### config.mk
export PLATFORM = sky130hd
export DESIGN_NAME = lcs_deletion_distance
export DESIGN_NICKNAME = d
export VERILOG_FILES = /design/src/hw/rtl/lcsdd_pkg.sv /design/src/hw/rtl/lcsdd_ctrl.sv /design/src/hw/rtl/lcsdd_datapath.sv /design/src/hw/rtl/lcs_deletion_distance.sv
export SDC_FILE = /design/constraint.sdc
export NUM_CORES = 2
export LEC_CHECK = 0
export CORE_MARGIN = 2
export CORE_UTILIZATION = 38
export DETAILED_ROUTE_END_ITERATION = 10
export DONT_BUFFER_PORTS = 1
export PLACE_DENSITY_LB_ADDON = 0.05
export SKIP_CTS_REPAIR_TIMING = 1
export SLEW_MARGIN = 10
export SYNTH_ARGS = -nofsm -noshare
export SYNTH_HDL_FRONTEND = slang
export SYNTH_SLANG_ARGS = --single-unit
### constraint.sdc
create_clock -name clock -period 2.7 [get_ports clock]
set_input_delay 0 -clock clock [delete_from_list [all_inputs] [get_ports clock]]
set_output_delay 0 -clock clock [all_outputs]
set_load 0.01 [all_outputs]
### src/hw/rtl/lcsdd_pkg.sv
// Shared types and constants for the LCS deletion-distance block.
package lcsdd_pkg;

   localparam int MAX_LEN_DEFAULT = 64;

   localparam logic [1:0] CMD_FIRST  = 2'd0;
   localparam logic [1:0] CMD_SECOND = 2'd1;
   localparam logic [1:0] CMD_RUN    = 2'd2;

   typedef struct packed {
      logic [1:0] cmd;
      logic [7:0] symbol;
   } req_type;

   typedef struct packed {
      logic [6:0] lcs_length;
      logic [7:0] deletion_distance;
      logic       overflowed;
   } rsp_type;

   typedef enum logic [1:0] {
      ST_IDLE,
      ST_READ,
      ST_CALC,
      ST_FINISH
   } state_type;

   typedef struct packed {
      logic load;
      logic run;
      logic read;
      logic calc;
      logic finish;
   } ctrl_cmd_type;

   typedef struct packed {
      logic empty;
      logic last_col;
      logic last_row;
   } ctrl_status_type;

endpackage

### src/hw/rtl/lcsdd_ctrl.sv
// Sequencer for string loads and the row-by-row LCS table walk.
module lcsdd_ctrl (
   input  logic                      clock,
   input  logic                      reset,
   input  logic                      start,
   input  logic [1:0]                cmd,
   input  lcsdd_pkg::ctrl_status_type status,
   output logic                      busy,
   output lcsdd_pkg::ctrl_cmd_type    ctl
);

   lcsdd_pkg::state_type state_ff;
   lcsdd_pkg::state_type state_in;

   always_ff @(posedge clock) begin
      if (reset) begin
         state_ff <= lcsdd_pkg::ST_IDLE;
      end else begin
         state_ff <= state_in;
      end
   end

   always_comb begin
      state_in   = state_ff;
      ctl        = '0;
      busy       = 1'b1;
      case (state_ff)
         lcsdd_pkg::ST_IDLE: begin
            busy = 1'b0;
            if (start) begin
               if (cmd == lcsdd_pkg::CMD_FIRST || cmd == lcsdd_pkg::CMD_SECOND) begin
                  ctl.load = 1'b1;
               end else if (cmd == lcsdd_pkg::CMD_RUN) begin
                  ctl.run = 1'b1;
                  if (status.empty) begin
                     state_in = lcsdd_pkg::ST_FINISH;
                  end else begin
                     state_in = lcsdd_pkg::ST_READ;
                  end
               end
            end
         end
         lcsdd_pkg::ST_READ: begin
            ctl.read = 1'b1;
            state_in = lcsdd_pkg::ST_CALC;
         end
         lcsdd_pkg::ST_CALC: begin
            ctl.calc = 1'b1;
            if (status.last_col && status.last_row) begin
               state_in = lcsdd_pkg::ST_FINISH;
            end else begin
               state_in = lcsdd_pkg::ST_READ;
            end
         end
         lcsdd_pkg::ST_FINISH: begin
            ctl.finish = 1'b1;
            state_in   = lcsdd_pkg::ST_IDLE;
         end
         default: begin
            state_in = lcsdd_pkg::ST_IDLE;
         end
      endcase
   end

endmodule

### src/hw/rtl/lcsdd_datapath.sv
// Symbol stores, score row memory, cell update and result register.
module lcsdd_datapath #(
   parameter int MAX_LEN = lcsdd_pkg::MAX_LEN_DEFAULT
) (
   input  logic                       clock,
   input  logic                       reset,
   input  lcsdd_pkg::req_type          req_item,
   input  lcsdd_pkg::ctrl_cmd_type     ctl,
   output lcsdd_pkg::ctrl_status_type  status,
   output logic                       rsp_valid,
   output lcsdd_pkg::rsp_type          rsp_item
);

   localparam int CNT_W = $clog2(MAX_LEN + 1);
   localparam int IDX_W = (MAX_LEN > 1) ? $clog2(MAX_LEN) : 1;

   logic [7:0]       first_mem  [MAX_LEN];
   logic [7:0]       second_mem [MAX_LEN];
   logic [CNT_W-1:0] score_mem  [MAX_LEN];

   logic [CNT_W-1:0] n_ff, n_in;
   logic [CNT_W-1:0] m_ff, m_in;
   logic             drop_ff, drop_in;
   logic [CNT_W-1:0] ci_ff, ci_in;
   logic [CNT_W-1:0] cj_ff, cj_in;
   logic             rsp_valid_ff;

   logic [7:0]       a_rd_ff;
   logic [7:0]       b_rd_ff;
   logic [CNT_W-1:0] above_rd_ff;
   logic             row0_ff;
   logic [CNT_W-1:0] left_ff, left_in;
   logic [CNT_W-1:0] diag_ff, diag_in;
   logic [CNT_W-1:0] lcs_ff, lcs_in;
   lcsdd_pkg::rsp_type rsp_ff;

   logic [CNT_W-1:0] above;
   logic [CNT_W-1:0] score_new;
   logic             n_full;
   logic             m_full;
   logic [31:0]      dist_wide;
   logic [31:0]      lcs_wide;

   assign n_full = (n_ff == CNT_W'(MAX_LEN));
   assign m_full = (m_ff == CNT_W'(MAX_LEN));

   assign status.empty    = (n_ff == '0) || (m_ff == '0);
   assign status.last_col = ((cj_ff + 1'b1) == m_ff);
   assign status.last_row = ((ci_ff + 1'b1) == n_ff);

   // cell update: match takes diagonal + 1, else max of above and left
   assign above = row0_ff ? '0 : above_rd_ff;
   always_comb begin
      if (a_rd_ff == b_rd_ff) begin
         score_new = diag_ff + 1'b1;
      end else if (above > left_ff) begin
         score_new = above;
      end else begin
         score_new = left_ff;
      end
   end

   always_comb begin
      n_in    = n_ff;
      m_in    = m_ff;
      drop_in = drop_ff;
      ci_in   = ci_ff;
      cj_in   = cj_ff;
      left_in = left_ff;
      diag_in = diag_ff;
      lcs_in  = lcs_ff;
      if (ctl.load) begin
         if (req_item.cmd == lcsdd_pkg::CMD_FIRST) begin
            if (n_full) begin
               drop_in = 1'b1;
            end else begin
               n_in = n_ff + 1'b1;
            end
         end else begin
            if (m_full) begin
               drop_in = 1'b1;
            end else begin
               m_in = m_ff + 1'b1;
            end
         end
      end
      if (ctl.run) begin
         ci_in   = '0;
         cj_in   = '0;
         left_in = '0;
         diag_in = '0;
         lcs_in  = '0;
      end
      if (ctl.calc) begin
         lcs_in = score_new;
         if (status.last_col) begin
            ci_in   = ci_ff + 1'b1;
            cj_in   = '0;
            left_in = '0;
            diag_in = '0;
         end else begin
            cj_in   = cj_ff + 1'b1;
            left_in = score_new;
            diag_in = above;
         end
      end
      if (ctl.finish) begin
         n_in    = '0;
         m_in    = '0;
         drop_in = 1'b0;
      end
   end

   always_ff @(posedge clock) begin
      if (reset) begin
         n_ff         <= '0;
         m_ff         <= '0;
         drop_ff      <= 1'b0;
         ci_ff        <= '0;
         cj_ff        <= '0;
         rsp_valid_ff <= 1'b0;
      end else begin
         n_ff         <= n_in;
         m_ff         <= m_in;
         drop_ff      <= drop_in;
         ci_ff        <= ci_in;
         cj_ff        <= cj_in;
         rsp_valid_ff <= ctl.finish;
      end
   end

   always_ff @(posedge clock) begin
      left_ff <= left_in;
      diag_ff <= diag_in;
      lcs_ff  <= lcs_in;
   end

   always_ff @(posedge clock) begin
      if (ctl.load && req_item.cmd == lcsdd_pkg::CMD_FIRST && !n_full) begin
         first_mem[n_ff[IDX_W-1:0]] <= req_item.symbol;
      end
      if (ctl.load && req_item.cmd == lcsdd_pkg::CMD_SECOND && !m_full) begin
         second_mem[m_ff[IDX_W-1:0]] <= req_item.symbol;
      end
   end

   always_ff @(posedge clock) begin
      if (ctl.read) begin
         a_rd_ff     <= first_mem[ci_ff[IDX_W-1:0]];
         b_rd_ff     <= second_mem[cj_ff[IDX_W-1:0]];
         above_rd_ff <= score_mem[cj_ff[IDX_W-1:0]];
         row0_ff     <= (ci_ff == '0);
      end
   end

   always_ff @(posedge clock) begin
      if (ctl.calc) begin
         score_mem[cj_ff[IDX_W-1:0]] <= score_new;
      end
   end

   assign lcs_wide  = 32'(lcs_ff);
   assign dist_wide = 32'(n_ff) + 32'(m_ff) - (lcs_wide << 1);

   always_ff @(posedge clock) begin
      if (ctl.finish) begin
         rsp_ff.lcs_length        <= lcs_wide[6:0];
         rsp_ff.deletion_distance <= dist_wide[7:0];
         rsp_ff.overflowed        <= drop_ff;
      end
   end

   assign rsp_valid = rsp_valid_ff;
   assign rsp_item  = rsp_ff;

endmodule

### src/hw/rtl/lcs_deletion_distance.sv
// LCS length and deletion distance: append beats load one symbol per cycle while idle.
// A compute beat walks the table in READ and CALC, then FINISH registers the result;
// each table cell costs a read and a write of the score row memory.
// busy stays high from the compute beat until the result cycle; appends never raise it.
// rsp_valid lasts one cycle and cannot be stalled by the receiver.
// Synchronous reset empties both strings and clears the drop flag; stores keep contents.
module lcs_deletion_distance #(
   parameter int MAX_LEN = lcsdd_pkg::MAX_LEN_DEFAULT
) (
   input  logic               clock,
   input  logic               reset,
   input  logic               start,
   output logic               busy,
   input  lcsdd_pkg::req_type  req_item,
   output logic               rsp_valid,
   output lcsdd_pkg::rsp_type  rsp_item
);

   lcsdd_pkg::ctrl_cmd_type    ctl;
   lcsdd_pkg::ctrl_status_type status;

   lcsdd_ctrl u_ctrl (
      .clock  (clock),
      .reset  (reset),
      .start  (start),
      .cmd    (req_item.cmd),
      .status (status),
      .busy   (busy),
      .ctl    (ctl)
   );

   lcsdd_datapath #(
      .MAX_LEN (MAX_LEN)
   ) u_datapath (
      .clock     (clock),
      .reset     (reset),
      .req_item  (req_item),
      .ctl       (ctl),
      .status    (status),
      .rsp_valid (rsp_valid),
      .rsp_item  (rsp_item)
   );

endmodule

After elaboration in Yosys (flattened, before gate mapping)
Memories as Yosys holds them, arrays and structs flattened. A register that Yosys moved wholly into a read port is not among the register bits.
Cells that the tools add are included.
W data, S select, Z words.
{"block": "classes", "n_bitwise": 3, "n_mux": 38, "n_eq_ne": 14, "magnitude_cmp": 1, "reduce_logical": 21, "n_addsub": 7}
{"op": "$mux W7", "count": 14}
{"op": "$add A7 B1 Y7 const B", "count": 5}
{"op": "$logic_not A7 Y1", "count": 3}
{"op": "$mux W1", "count": 16}
{"op": "$eq A7 B7 Y1", "count": 2}
{"op": "$eq A7 B7 Y1 const B", "count": 2}
{"op": "$mux W2", "count": 7}
{"op": "$reduce_and A3 Y1", "count": 4}
{"op": "$add A7 B7 Y8", "count": 1}
{"op": "$eq A8 B8 Y1", "count": 1}
{"op": "$pmux W2 S4", "count": 1}
{"op": "$sub A8 B8 Y8", "count": 1}
{"op": "$gt A7 B7 Y1", "count": 1}
{"op": "$eq A2 B2 Y1 const B", "count": 3}
{"op": "$logic_and A1 B1 Y1", "count": 5}
{"op": "$eq A2 B1 Y1 const B", "count": 2}
{"op": "$logic_not A2 Y1", "count": 2}
{"op": "$ne A2 B1 Y1 const B", "count": 2}
{"op": "$ne A2 B2 Y1 const B", "count": 2}
{"op": "$reduce_bool A2 Y1", "count": 2}
{"op": "$not A1 Y1", "count": 3}
{"op": "$logic_not A1 Y1", "count": 2}
{"op": "$logic_or A1 B1 Y1", "count": 2}
{"op": "$reduce_or A2 Y1", "count": 1}
{"block": "word_totals", "ff_bits": 70, "ram_bits": 1472, "word_cells": 101, "in_bits": 13, "n_memories": 3, "output_inout_bits": 18}
{"memory": "u_datapath.first_mem", "depth": 64, "word_bits": 8, "read_ports": 1, "rd_clocked_by_memory_dff": 1, "write_ports": 1, "line_no": "lcsdd_datapath.sv:17", "text": "logic [7:0] first_mem [MAX_LEN];"}
{"memory": "u_datapath.second_mem", "depth": 64, "word_bits": 8, "read_ports": 1, "rd_clocked_by_memory_dff": 1, "write_ports": 1, "line_no": "lcsdd_datapath.sv:18", "text": "logic [7:0] second_mem [MAX_LEN];"}
{"memory": "u_datapath.score_mem", "depth": 64, "word_bits": 7, "read_ports": 1, "rd_clocked_by_memory_dff": 1, "write_ports": 1, "line_no": "lcsdd_datapath.sv:19", "text": "logic [CNT_W-1:0] score_mem [MAX_LEN];"}

Longest topological paths before layout
{"block": "logic_depth", "depth_word": 9, "depth_mapped": 11, "mapped_depth_nobuf": 9}

Cells and area by module
Synthesis repeated with hierarchy kept, for this count alone.
{"block": "unflattened", "cells_unflattened": 3378, "hier_area_um2": 62272.2}
{"mod": "lcsdd_datapath", "n_inst": 1, "seq_area_each_um2": 46634.7, "cells_each": 3364, "area_each_um2": 62150.9}
{"mod": "lcsdd_ctrl", "n_inst": 1, "seq_area_each_um2": 40.0, "cells_each": 14, "area_each_um2": 121.4}

Worst setup path after synthesis
OpenSTA, ideal clock, no wires.
{"block": "synth_path", "kind": "register -> register", "from": "reg u_datapath.row0_ff", "to": "reg u_datapath.left_ff[0] (data pin)", "setup_slack_ns": -0.291, "required_ns": 2.561, "path_stages_with_launch": 9, "arrival_ns": 2.851, "setup_time_ns": 0.139, "path_buffers": 0, "synth_period_minus_slack_ns": 2.991, "cell_sequence": "edfxtp_1 -> nor2b_1 -> ha_1 -> nor2b_1 -> o211ai_1 -> a21o_1 -> and3_1 -> o41a_1 -> and3_1"}
{"block": "synth_via", "elab_chain_cells": 6}
{"element": "start: declaration", "line_no": "lcsdd_datapath.sv:31", "text": "logic row0_ff;"}
{"element": "start signal: assignment", "line_no": "lcsdd_datapath.sv:152", "text": "row0_ff <= (ci_ff == '0);"}
{"element": "$mux W7", "line_no": "lcsdd_datapath.sv:52", "text": "assign above = row0_ff ? '0 : above_rd_ff;"}
{"element": "named net u_datapath.above[1]", "line_no": "lcsdd_datapath.sv:37", "text": "logic [CNT_W-1:0] above;"}
{"element": "$gt A7 B7 Y1", "line_no": "lcsdd_datapath.sv:56", "text": "end else if (above > left_ff) begin"}
{"element": "$mux W7", "line_no": "lcsdd_datapath.sv:56"}
{"element": "$mux W7", "line_no": "lcsdd_datapath.sv:54", "text": "if (a_rd_ff == b_rd_ff) begin"}
{"element": "named net u_datapath.score_new[0]", "line_no": "lcsdd_datapath.sv:38", "text": "logic [CNT_W-1:0] score_new;"}
{"element": "$mux W7", "line_no": "lcsdd_datapath.sv:96", "text": "if (status.last_col) begin"}
{"element": "$mux W7", "line_no": "lcsdd_datapath.sv:94", "text": "if (ctl.calc) begin"}
{"element": "end signal: assignment", "line_no": "lcsdd_datapath.sv:133", "text": "left_ff <= left_in;"}
{"element": "end: declaration", "line_no": "lcsdd_datapath.sv:32", "text": "logic [CNT_W-1:0] left_ff, left_in;"}
The timed path passes the listed nets, and every way through them passes these cells.
A chain may end at the register's enable or synchronous reset.

==> metrics.cfg <==
[cts]
cts_buffer_depth = 3
clk_pin_slew_ps = 60
clk_latency_ps = 810
clock_sink_count = 1565
cts_tree = yes
numCtsBuffers = 167
h-tree-depth = 4
cts-root-buf = clkbuf_16

[detailed_routing]
drt_iter0_drc = 4486
num_vias = 37130
wl_per_cell_um = 31.76
dr.pass1.iters = 6
via_per_inst = 5.699
antenna_left = 0
remaining_drc_errors = 0
routed_wirelength_um = 206900

[global_route]
antenna_found_initial = 8
grt.overflow.total = 0
grt_pass1_vias = 36655
grt_pass1_wl_um = 281200
track_usage_pct = 23.81
grt_max_degree = 129

[final_layout]
layout_commonest_cell = edfxtp_1
most-common-layout-cells = edfxtp_1 (1533), buf_4 (593), nor2_1 (301)
area_growth_pct = 24.63
fin_cells = 6515
drive_gt1_share_pct = 31.63
final_util_pct = 47.60
fin_nets = 4243

[synthesis]
syn_nets = 3533
synth.distinct_cells = 72
yosysTopAreaCell = edfxtp_1
synth_seq_cells = 1565
synthFlopType = edfxtp_1
ys_top_cells_by_area = edfxtp_1 (74%), mux4_2 (7.4%), nor2_1 (1.8%)
async_flop_share_pct = 0
syn_area_per_cell_um2 = 17.76
ys_seq_area_share_pct = 75.25
synth-edff-count = 1533
yosysWarnings = 0
yosys.area.top_type_share_pct = 74.21
postSynthCellCount = 3492
syn_area_um2 = 62030

[sta]
holdWs_ps = 114.1
setup_viol = 581
finClkSkew_ps = 32.27
relSlewSlack_pct = 37.46
post-route-min-period_ps = 3017
final.period_utilization_pct = 111.8
hold_violations = 0
fmax_mhz = 331.4
fin_ws_ps = -317.4
rsz0062_at_grt = yes
tns_ps = -98560
tightest_slew_ps = 938.0
drv_slew = 0

[critical_path]
start_kind = register
crit_arrival_ps = 3380
r2r_cells = 7
path_class = reg -> reg
crit_fanout = 24
end_kind = register
critPathRequiredTime_ps = 3070

[power_and_ir_drop]
ir_drop_uv = 678.2
pwr-share-clk_pct = 44.0
p_seq_share_pct = 51.9
leakage_nw = 25.58
switching_power_mw = 11.02
p_int_mw = 40.61
p_per_area_nw_per_um2 = 667.7
p_comb_share_pct = 4.1
p_sw_share_pct = 21.34

[placement]
dpl.hpwl_um = 133900
io_buffers = 0
place.gp.congestion = 0.8833
dp.cells = 6107

[floorplanning]
pin_count = 31
core-area_um2 = 162400
fp-row-count = 148
fp.dieArea_um2 = 166500
start_util_pct = 38.20
die_x_um = 408.0
fp.dieH_um = 408.0

[run]
drv_cap = 0

[outcome]
status = finished with violations
violations = negative setup slack

[worst_hold_path]
hold_path_class = in -> reg
whs_path_depth = 2

[synthesized netlist by cell type (6+ instances only)]
cell type     n
a211oi_1      7
a21o_1       11
a21oi_1      96
a221o_1      16
a221oi_1    118
a22o_1       25
a22oi_1     108
a31oi_1       6
a32oi_1       9
and2_1       12
and3_1       17
buf_1        21
buf_2        82
buf_4        10
clkbuf_1     98
dfxtp_1      32
edfxtp_1   1533
fa_1          6
ha_1         22
inv_1        46
mux2_2       83
mux2i_1      90
mux4_2      203
nand2_1     125
nand2b_1     12
nand3_1      62
nand3b_1      7
nand4_1      16
nor2_1      305
nor2b_1      25
nor3_1       22
o211ai_1      9
o21ai_0      69
o22ai_1      50
o31ai_1      10
or2_2         7
or3_1         8
or4_1         7
xnor2_1      31
xor2_1       11
[final cells by class]
cell class                      count  area, µm²
Tap cell                         2175       2721
Timing Repair Buffer              753       7481
Clock inverter                     97      999.7
Sequential cell                  1565      46700
Clock buffer                      207       4372
Inverter                           51      229.0
Antenna cell                        3      7.507
Fill cell                       13892      85090
Multi-Input combinational cell   1664      14800
[per-layer routing]
metal | part of all wire, % | global-route usage [%] | wire, µm | vias to the layer above
li1 | - | - | - | 15576
met1 | 44 | 34.57 | 91320 | 19687
met2 | 46 | 37.12 | 95630 | 1580
met3 | 7.2 | 3.953 | 14850 | 283
met4 | 2.5 | 6.558 | 5072 | 4
met5 | 0.028 | 0 | 58 | -
[flip-flops by register name (all words and copies together) (netlist names), 8 cells and up]
register	flops
u_datapath.a_rd_ff	8
u_datapath.b_rd_ff	8
u_datapath.first_mem	512
u_datapath.rsp_item	16
u_datapath.score_mem	448
u_datapath.second_mem	512
[path summary, 6_finish.rpt]
| path | from | to | slack, ps |
|---|---|---|---|
| worst max-delay path | u_datapath.cj_ff[0] | u_datapath.above_rd_ff[4] | -320 |
| worst max register to register | u_datapath.cj_ff[0] | u_datapath.above_rd_ff[4] | -320 |
| worst min-delay path | reset | u_datapath.rsp_valid | 110 |
| worst min register to register | u_datapath.drop_ff | u_datapath.rsp_item[0] | 450 |
[power groups by stage]
stage	clock network, mW	logic [mW]	registers, mW
finish	22.7	2.11	26.8
global route	24.1	2.21	26.8
CTS	23.2	1.46	26.8
detailed placement	0	1.45	27.3
global placement	0	1.44	27.3
floorplan	0	0.636	27.3
[cell families after synthesis]
| kind of cell | share of synthesized area (%) |
|---|---|
| flip-flops | 75.25 |
| AND/OR/NAND/NOR | 4.736 |
| AO/OA/AOI/OAI | 6.628 |
| multiplexers | 10.33 |
| buffers and inverters | 1.830 |
| XOR/XNOR | 0.5930 |
| adder cells (fa/ha/maj) | 0.6374 |
[stage by stage]
| stage | cell area [µm²] | setup WS (ps) | power, mW |
|---|---|---|---|
| 2_1_floorplan | 62100 | -100.9 | 27.95 |
| 3_3_place_gp | 69770 | -645.6 | 28.76 |
| 3_5_place_dp | 69770 | -638.4 | 28.77 |
| 4_1_cts | 75140 | -662.9 | 51.45 |
| 5_1_grt | 77310 | -301.1 | 53.09 |
| 6_report | 77310 | -317.4 | 51.62 |
[critical path, stage by stage, from the launching register on]
cell and delay (ps):
dfxtp_4 450, buf_6 160, buf_12 220, mux4_2 580, mux2i_4 230, o22ai_1 160, nor3_4 250, nand4_1 490
Power figures use the tool's default switching activity.
